$ cat config.mk
export PLATFORM = sky130hd
export DESIGN_NAME = directed_graph_cycle_check_unit
export DESIGN_NICKNAME = d
export VERILOG_FILES = /design/src/rtl/dgcc_pkg.sv /design/src/rtl/directed_graph_cycle_check_unit.sv
export SDC_FILE = /design/constraint.sdc
export NUM_CORES = 1
export LEC_CHECK = 0
export CORE_ASPECT_RATIO = 1.5
export CORE_MARGIN = 3
export CORE_UTILIZATION = 41
export CTS_CLUSTER_SIZE = 25
export DETAILED_ROUTE_END_ITERATION = 12
export DONT_BUFFER_PORTS = 1
export GPL_TIMING_DRIVEN = 0
export MAX_ROUTING_LAYER = met4
export PLACE_DENSITY_LB_ADDON = 0.08
export SYNTH_ARGS = -nofsm -noshare
export SYNTH_HDL_FRONTEND = slang
export SYNTH_SLANG_ARGS = --single-unit
$ cat constraint.sdc
create_clock -name i_clk -period 7.5 [get_ports i_clk]
set_clock_uncertainty 0.2 [all_clocks]
set_input_delay 0.375 -clock i_clk [delete_from_list [all_inputs] [get_ports i_clk]]
set_output_delay 0.375 -clock i_clk [all_outputs]
set_load 0.02 [all_outputs]
$ cat src/rtl/dgcc_pkg.sv
package dgcc_pkg;

    localparam int MAX_NODES = 16;
    localparam int NODE_W    = $clog2(MAX_NODES);
    localparam int CNT_W     = $clog2(MAX_NODES + 1);

    // fixed field widths at the ports
    localparam int CMD_W   = 2;
    localparam int FIELD_W = 4;
    localparam int CFG_W   = 5;

    typedef logic [CMD_W-1:0] t_cmd;

    localparam t_cmd CMD_CLEAR = 2'd0;
    localparam t_cmd CMD_ADD   = 2'd1;
    localparam t_cmd CMD_CHECK = 2'd2;

    localparam logic [CFG_W-1:0] NODES_RESET = CFG_W'(16);

    typedef logic [MAX_NODES-1:0] t_node_mask;

endpackage

$ cat src/rtl/directed_graph_cycle_check_unit.sv
// Directed graph cycle checker.
// Input channel (i_in_valid / o_in_stall) carries cmd, from_node, to_node.
// Output channel (o_out_valid / i_out_stall) carries cycle_found, one result
// per check command only; clear, add edge and the unused code give none.
// Clear and add edge complete in the idle state. A check walks the graph depth
// first, testing one adjacency bit per cycle in the shared neighbour-scan
// step: each node in use has its row of n bits (n the effective node
// count) scanned and is then popped, and each root is tried in turn in
// the root loop by the sequencer. The walk stops early once a cycle
// is seen. o_in_stall is high for the whole walk.
// The result sits in an output register; a stall by the receiver holds it,
// and a new item may be taken meanwhile. Should a later check finish while
// the previous result still waits, the block holds its own result until
// the register frees. i_cfg_we writes nodes_in_use (effective count is
// saturated at MAX_NODES); write it only while idle.
// Reset (synchronous, active low) empties the graph, sets nodes_in_use to
// 16, drops any pending result and returns the sequencer to idle.
module directed_graph_cycle_check_unit (
    input  logic                        i_clk,
    input  logic                        i_rst_n,
    input  logic                        i_in_valid,
    output logic                        o_in_stall,
    input  dgcc_pkg::t_cmd              i_cmd,
    input  logic [dgcc_pkg::FIELD_W-1:0] i_from_node,
    input  logic [dgcc_pkg::FIELD_W-1:0] i_to_node,
    output logic                        o_out_valid,
    input  logic                        i_out_stall,
    output logic                        o_cycle_found,
    input  logic                        i_cfg_we,
    input  logic [dgcc_pkg::CFG_W-1:0]  i_cfg_data
);
    import dgcc_pkg::*;

    localparam logic [1:0] ST_IDLE = 2'd0;
    localparam logic [1:0] ST_ROOT = 2'd1;
    localparam logic [1:0] ST_SCAN = 2'd2;
    localparam logic [1:0] ST_DONE = 2'd3;

    logic [1:0]             r_state;
    logic [CFG_W-1:0]       r_nodes;
    t_node_mask             r_adj [MAX_NODES];
    t_node_mask             r_visited;
    t_node_mask             r_on_path;
    logic [NODE_W-1:0]      r_stk_node [MAX_NODES];
    logic [CNT_W-1:0]       r_stk_next [MAX_NODES];
    logic [CNT_W-1:0]       r_depth;
    logic [CNT_W-1:0]       r_root;
    logic                   r_res;
    logic                   r_out_valid;
    logic                   r_cycle;

    logic [CNT_W-1:0]       n_eff;
    logic                   in_xfer;
    logic [NODE_W-1:0]      top;
    logic [NODE_W-1:0]      u;
    logic [CNT_W-1:0]       cur;
    logic [NODE_W-1:0]      v;
    logic                   edge_hit;
    logic                   out_free;

    assign n_eff = (CNT_W'(r_nodes) > CNT_W'(MAX_NODES)) ? CNT_W'(MAX_NODES)
                                                         : CNT_W'(r_nodes);
    assign o_in_stall    = (r_state != ST_IDLE);
    assign in_xfer       = i_in_valid && !o_in_stall;
    assign top           = NODE_W'(r_depth - CNT_W'(1));
    assign u             = r_stk_node[top];
    assign cur           = r_stk_next[top];
    assign v             = cur[NODE_W-1:0];
    // shared scan step: one adjacency bit per cycle
    assign edge_hit      = (cur < n_eff) && r_adj[u][v];
    assign out_free      = !r_out_valid || !i_out_stall;
    assign o_out_valid   = r_out_valid;
    assign o_cycle_found = r_cycle;

    always_ff @(posedge i_clk) begin
        if (!i_rst_n) begin
            r_state     <= ST_IDLE;
            r_nodes     <= NODES_RESET;
            r_visited   <= '0;
            r_on_path   <= '0;
            r_depth     <= '0;
            r_root      <= '0;
            r_out_valid <= 1'b0;
            for (int i = 0; i < MAX_NODES; i++) begin
                r_adj[i] <= '0;
            end
        end else begin
            if (i_cfg_we) begin
                r_nodes <= i_cfg_data;
            end
            // in ST_DONE the completion arm below owns the valid flag
            if (r_out_valid && !i_out_stall && (r_state != ST_DONE)) begin
                r_out_valid <= 1'b0;
            end
            unique case (r_state)
                ST_IDLE: begin
                    if (in_xfer) begin
                        unique case (i_cmd)
                            CMD_CLEAR: begin
                                for (int i = 0; i < MAX_NODES; i++) begin
                                    r_adj[i] <= '0;
                                end
                            end
                            CMD_ADD: begin
                                if ((CNT_W'(i_from_node) < n_eff) &&
                                    (CNT_W'(i_to_node) < n_eff)) begin
                                    r_adj[NODE_W'(i_from_node)][NODE_W'(i_to_node)] <= 1'b1;
                                end
                            end
                            CMD_CHECK: begin
                                r_visited <= '0;
                                r_on_path <= '0;
                                r_depth   <= '0;
                                r_root    <= '0;
                                r_state   <= ST_ROOT;
                            end
                            default: ;
                        endcase
                    end
                end
                ST_ROOT: begin
                    if (r_root >= n_eff) begin
                        r_res   <= 1'b0;
                        r_state <= ST_DONE;
                    end else if (r_visited[r_root[NODE_W-1:0]]) begin
                        r_root <= r_root + CNT_W'(1);
                    end else begin
                        r_stk_node[0] <= r_root[NODE_W-1:0];
                        r_stk_next[0] <= '0;
                        r_depth       <= CNT_W'(1);
                        r_visited[r_root[NODE_W-1:0]] <= 1'b1;
                        r_on_path[r_root[NODE_W-1:0]] <= 1'b1;
                        r_state       <= ST_SCAN;
                    end
                end
                ST_SCAN: begin
                    if (cur >= n_eff) begin
                        // row exhausted: pop, back to the root loop when empty
                        r_on_path[u] <= 1'b0;
                        r_depth      <= r_depth - CNT_W'(1);
                        if (r_depth == CNT_W'(1)) begin
                            r_root  <= r_root + CNT_W'(1);
                            r_state <= ST_ROOT;
                        end
                    end else begin
                        r_stk_next[top] <= cur + CNT_W'(1);
                        if (edge_hit) begin
                            if (r_on_path[v]) begin
                                r_depth <= '0;
                                r_res   <= 1'b1;
                                r_state <= ST_DONE;
                            end else if (!r_visited[v]) begin
                                r_stk_node[r_depth[NODE_W-1:0]] <= v;
                                r_stk_next[r_depth[NODE_W-1:0]] <= '0;
                                r_depth      <= r_depth + CNT_W'(1);
                                r_visited[v] <= 1'b1;
                                r_on_path[v] <= 1'b1;
                            end
                        end
                    end
                end
                ST_DONE: begin
                    if (out_free) begin
                        r_out_valid <= 1'b1;
                        r_cycle     <= r_res;
                        r_state     <= ST_IDLE;
                    end
                end
                default: r_state <= ST_IDLE;
            endcase
        end
    end

    a_depth_bound: assert property (@(posedge i_clk) disable iff (!i_rst_n)
        r_depth <= CNT_W'(MAX_NODES))
        else $error("walk stack depth beyond node count");

    a_path_visited: assert property (@(posedge i_clk) disable iff (!i_rst_n)
        (r_on_path & ~r_visited) == '0)
        else $error("node on path but not visited");

    a_scan_nonempty: assert property (@(posedge i_clk) disable iff (!i_rst_n)
        (r_state == ST_SCAN) |-> (r_depth != '0))
        else $error("scan with empty stack");

    a_out_from_done: assert property (@(posedge i_clk) disable iff (!i_rst_n)
        $rose(r_out_valid) |-> $past(r_state == ST_DONE))
        else $error("result raised outside completion");

endmodule
==> run_results.csv, run 1 <==
group,metric,value,unit
logic_synthesis,ys.flop_type,"dfxtp_1",
routing,vias,18016,
placement,portBuffers,0,
power,p_per_area,239,nW/um2
clock_network,clkTransAtPathRegs,70,ps
grt,met3_usage,4.39,%
grt,met1_usage,34.4,%
placement,hpwl,60200,um
power,irDropWorstVdd,0.173,mV
logic_synthesis,synth_top_cell_area_share,36.5,%
logic_synthesis,netlist_instances,2070,
final_layout,final_layout_size_suffix_gt1_share,13.0,%
setup_path,path_max_fanout,12,
clock_network,cts_tree,"done",
logic_synthesis,synth-seq-area-share,45.8,%
grt,use_met2,52.6,%
grt,top_usage_layer,"met2",
job,drv_cap,0,
final_layout,area_growth,15.4,%
routing,routed_wl,83400,um
timing,period_share,98.4,%
timing,fin_crit,7380,ps
grt,grt_antenna_before_repair,0,
floorplanning,rows,101,
clock_network,cts_buffers,47,
timing,finalSetupViolCount,0,
setup_path,critical_path_required,7800,ps
floorplanning,io_pins,23,
logic_synthesis,async_reset_ff_share,0,%
final_layout,antenna_cells,0,
setup_path,cp_slowest_cell,"mux4_2",
routing,viasPerCell,6.29,
clock_network,cts.sinks,452,
placement,gp_congestion,0.994,
clock_network,insertion_delay,610,ps
floorplanning,fp.dieArea,54500,um2
setup_path,crit_type,"register to register",
routing,detail-route-antenna-nets,0,
logic_synthesis,postSynthAreaPerCell,10.2,um2
grt,grt_usage,30.9,%
timing,relSlewSlack,15.5,%
timing,hold_violations,0,
grt,grt_max_degree,20,
grt,grt-ovfl-total,0,
logic_synthesis,synth_area,21200,um2
logic_synthesis,ys_types,81,
logic_synthesis,syn_nets,2124,
clock_network,root_buffer,"clkbuf_16",
floorplanning,die_w,192,um
logic_synthesis,yosys.area.top_type,"dfxtp_1",
routing,route.detailed.drc,0,
setup_path,cpLargestDelayFamily,"buffers and inverters",
worst_hold_path,hold_class,"input pin to register",
floorplanning,die_y,284,um
grt,grt_pass1_wl,121000,um
setup_path,critPathMaxStageDelay,550,ps
power,p_leak,0.00905,uW
run_status,status,"complete, no violations",
final_layout,nFillCells,4782,
clock_network,clock_path_buffers,3,
timing,drv_slew,0,
setup_path,critPathBufInv,14,
final_layout,fin_nets,2211,
timing,fmax,136,MHz
timing,worstMarginPinSlew,1260,ps
routing,dr.first_iter.drc_count,1442,
clock_network,cts-htree-levels,2,
routing,wl_per_cell,29.2,um
setup_path,start_kind,"register",
logic_synthesis,synth_area_leaders,"dfxtp_1, a22o_1, edfxtp_1",
timing,whs,33.2,ps
logic_synthesis,ys_warn_count,0,
floorplanning,core_area,50900,um2
grt,grt_pass1_vias,17853,
setup_path,cp-end-kind,"register",
routing,drt-pass1-iter-count,7,
logic_synthesis,synth_seq_cells,452,
setup_path,crit_top_cell,"buf_4",
logic_synthesis,synth_edf_count,66,
timing,setup_tns,0,ps
setup_path,cp.arrival,7680,ps
floorplanning,start_util,41.6,%
-- state kept, by name, indices dropped and copies added (netlist names) --
signal         count
o_out_valid        1
r_stk_next        80
r_depth            5
r_stk_node        64
r_state            2
r_visited         16
o_cycle_found      1
r_nodes            5
r_on_path         16
r_res              1
r_adj            256
r_root             5
-- cell usage in the layout (no fill, tap or decap), types with 33 or more instances in the layout --
cell	count
buf_4	40
mux2i_1	185
nand2_1	188
a21oi_1	124
ha_1	33
nand3_1	81
nor2_1	110
mux4_2	49
clkbuf_16	49
dfxtp_1	386
a22o_1	259
o21ai_0	49
clkbuf_1	122
edfxtp_1	66
-- through the flow --
| stage | total power, uW | instance area, um2 | util (%) | setup WS [ps] | cells |
|---|---|---|---|---|---|
| after global placement | 3370 | 22000 | 43.3 | -3890 | 2739 |
| final | 5840 | 24400 | 48.0 | 121 | 2862 |
| after detailed placement | 3370 | 22100 | 43.4 | -3600 | 2743 |
| after floorplan | 3050 | 21200 | - | -83.7 | 2070 |
| after global routing | 5990 | 24400 | 48.0 | -31.2 | 2862 |
| after CTS | 5840 | 24300 | 47.7 | -4.00 | 2853 |
-- repair_timing --
action / CTS / global route
setup endpoints to repair: 253 / 243
setup buffers: 13 / 10
hold buffers: 15 / 0
pin swaps: 12 / 5
resized for setup: 87 / 16
hold endpoints to repair: 59 / 0
-- area by class of cell --
class,instances,area (um2),area share (%)
flip-flops and latches,452,9710,39.7
repair buffers,42,350,1.43
well taps,669,837,3.42
inverters,26,105,0.430
clock buffers,65,1370,5.59
plain buffers,175,895,3.66
clock inverters,20,238,0.973
multi-input cells,1413,10900,44.8
-- cell families after synthesis --
group,count (synthesis),share of synthesized area [%]
AND/OR/NAND/NOR,560,12.8
adder cells (fa/ha/maj),34,2.01
AO/OA/AOI/OAI,565,20.1
buffers and inverters,205,4.28
XOR/XNOR,5,0.242
multiplexers,249,14.7
flip-flops,452,45.8
-- worst paths after layout --
check | startpoint | endpoint | slack, ps | depth (start not counted)
setup / recovery | r_depth[0] | r_depth[1] | 120 | 30
hold / removal | i_from_node[1] | r_adj[12][3] | 30 | 2
setup reg to reg | r_depth[0] | r_depth[1] | 120 | 30
hold reg to reg | r_res | o_cycle_found | 220 | 0
-- layer usage --
| metal | vias up | routed length (um) |
|---|---|---|
| met2 | 827 | 41800 |
| met3 | 283 | 4890 |
| met5 | - | 0 |
| li1 | 7930 | - |
| met1 | 8976 | 31000 |
| met4 | 0 | 5750 |
-- synth_stat cells, types with 49 or more instances --
cell      number
edfxtp_1      66
clkbuf_1     126
mux2i_1      185
dfxtp_1      386
a21oi_1      124
mux4_2        49
a22o_1       259
nand2_1      188
nand3_1       81
nor2_1       117
o21ai_0       53
-- power breakdown --
part | internal (uW) | switching (uW)
Clock | 1420 | 1050
Combinational | 248 | 640
Sequential | 2470 | 11.5
Note: power is estimated with default switching activity, not from simulation.
==> run 2, diff against run 1 <==
CTS_BUF_LIST = sky130_fd_sc_hd__clkbuf_2 sky130_fd_sc_hd__clkbuf_4 sky130_fd_sc_hd__clkbuf_8   (was not set)
==> run 2 against run 1 <==
Wire length is essentially flat. Sequential share of layout area increased by 0.079 points. Power down 2.4%. Register-to-register slack improved by 70 ps. Maximum frequency grew 0.92%. Count of clock-buffer cells in the layout up 53. Global-route usage rose by 0.26 points.
==> run_results.csv, run 2 (same netlist as run 1, synthesis figures left out) <==
group,metric,value,unit
final_layout,largest_register_ffs,256,
final_layout,multi_input_area,10900,um2
final_layout,final-seq-area,9710,um2
power,p_leak,0.00907,uW
floorplanning,start_util,41.6,%
floorplanning,io_pins,23,
grt,grt_usage,31.2,%
timing,worstMarginPinSlew,1320,ps
timing,period_share,97.5,%
clock_network,cts_buffers,76,
routing,route.detailed.drc,0,
clock_network,root_buffer,"clkbuf_8",
setup_path,cp.arrival,7680,ps
setup_path,cp_slowest_cell,"mux4_2",
setup_path,critPathMaxStageDelay,550,ps
grt,met1_usage,34.2,%
clock_network,clock_path_buffers,3,
job,drv_cap,0,
routing,dr.first_iter.drc_count,1381,
floorplanning,die_y,284,um
floorplanning,core_area,50900,um2
grt,grt_pass1_vias,18112,
routing,detail-route-antenna-nets,0,
setup_path,path_max_fanout,12,
final_layout,fin_util,47.9,%
setup_path,crit_type,"register to register",
final_layout,fin_area,24400,um2
grt,grt_pass1_wl,122000,um
clock_network,insertion_delay,700,ps
clock_network,cts_tree,"done",
timing,relSlewSlack,11.6,%
placement,hpwl,60200,um
floorplanning,die_w,192,um
clock_network,clkTransAtPathRegs,70,ps
setup_path,crit_top_cell,"buf_4",
final_layout,area_growth,15.1,%
clock_network,cts.sinks,452,
timing,drv_slew,0,
routing,vias,18133,
routing,viasPerCell,6.24,
grt,grt-ovfl-total,0,
final_layout,regMostFlops,"r_adj",
routing,routed_wl,83500,um
timing,finalSetupViolCount,0,
setup_path,cp-end-kind,"register",
clock_network,cts-htree-levels,3,
placement,postPlaceCellArea,22100,um2
grt,grt_max_degree,20,
final_layout,final_layout_size_suffix_gt1_share,14.8,%
floorplanning,rows,101,
grt,grt_antenna_before_repair,2,
final_layout,fin_nets,2235,
power,irDropWorstVdd,0.149,mV
grt,top_usage_layer,"met2",
final_layout,nFillCells,4831,
setup_path,start_kind,"register",
setup_path,critical_path_required,7870,ps
power,p_per_area,234,nW/um2
routing,drt-pass1-iter-count,7,
floorplanning,fp.dieArea,54500,um2
grt,use_met2,52.3,%
timing,fmax,137,MHz
final_layout,reg_top3,"r_adj: 256 flops, r_stk_next: 80 flops, r_stk_node: 64 flops",
placement,portBuffers,0,
final_layout,most-common-layout-cells,"dfxtp_1, a22o_1, nand2_1",
routing,wl_per_cell,28.7,um
power,p_total,5700,uW
final_layout,final_common_cell,"dfxtp_1",
grt,met3_usage,4.76,%
timing,fin_crit,7310,ps
worst_hold_path,hold_class,"input pin to register",
run_status,status,"complete, no violations",
placement,gp_congestion,0.994,
timing,hold_violations,0,
-- run 2: cell count changes in the layout (fill, tap and decap cells not counted), moves of 2 or more --
| cell | change |
|---|---|
| clkinvlp_4 | +2 |
| diode_2 | +2 |
| clkbuf_16 | -49 |
| clkbuf_8 | +87 |
| clkbuf_4 | +23 |
| clkbuf_1 | -9 |
| buf_12 | -2 |
| dlygate4sd3_1 | +6 |
| buf_8 | +2 |
| bufinv_16 | -4 |
| buf_4 | -10 |
| clkinvlp_2 | -3 |
-- run 2: per-layer routing --
layer / share of wire (%) / up-vias
li1: - / 7986
met1: 37 / 9004
met2: 50 / 839
met3: 6.3 / 304
met4: 7.3 / 0
met5: 0 / -
-- run 2: layout make-up --
type / instances / share of cell area [%]
plain buffers: 174 / 3.61
diodes: 2 / 0.0205
flip-flops and latches: 452 / 39.8
inverters: 26 / 0.431
clock buffers: 118 / 6.07
multi-input cells: 1413 / 44.8
clock inverters: 15 / 0.426
well taps: 669 / 3.43
repair buffers: 38 / 1.37
-- run 2: worst max-delay path, delay by kind of cell, from the launching register on --
| family | cells | cell delay, ps |
|---|---|---|
| compound gates | 7 | 1330 |
| buf+inv | 14 | 2640 |
| flops | 1 | 410 |
| fa+ha+maj | 2 | 470 |
| simple gates | 5 | 1200 |
| mux | 2 | 920 |
-- run 2: metrics by stage --
step | setup TNS [ps] | hold WS (ps) | instances | setup WS (ps)
6_report | 0 | 52.3 | 2907 | 188
3_5_place_dp | -759050 | 205 | 2743 | -3600
3_3_place_gp | -762010 | 207 | 2739 | -3890
2_1_floorplan | -2680 | 200 | 2070 | -83.7
4_1_cts | 0 | 12.0 | 2899 | 6.00
5_1_grt | -4480 | 83.5 | 2907 | -99.2
-- run 2: worst paths after layout --
path	from	depth (start not counted)	slack, ps	end
min reg2reg	r_res	0	220	o_cycle_found
min	i_from_node[1]	3	50	r_adj[11][5]
max reg2reg	r_depth[0]	30	190	r_depth[1]
max	r_depth[0]	30	190	r_depth[1]
-- run 2: repair_timing --
item	in CTS	in global routing
pin swaps	14	5
buffers inserted	6	7
endpoints found under the setup margin	253	243
hold buffers	21	0
hold endpoints to repair	92	0
resized for setup	88	12
gates cloned	0	0
-- run 2: power by group --
part           switching (uW)  internal (uW)  leakage (uW)
combinational             635            249       0.00458
clock                    1070           1260      0.000836
sequential               11.6           2470       0.00366
total                    1720           3980       0.00907
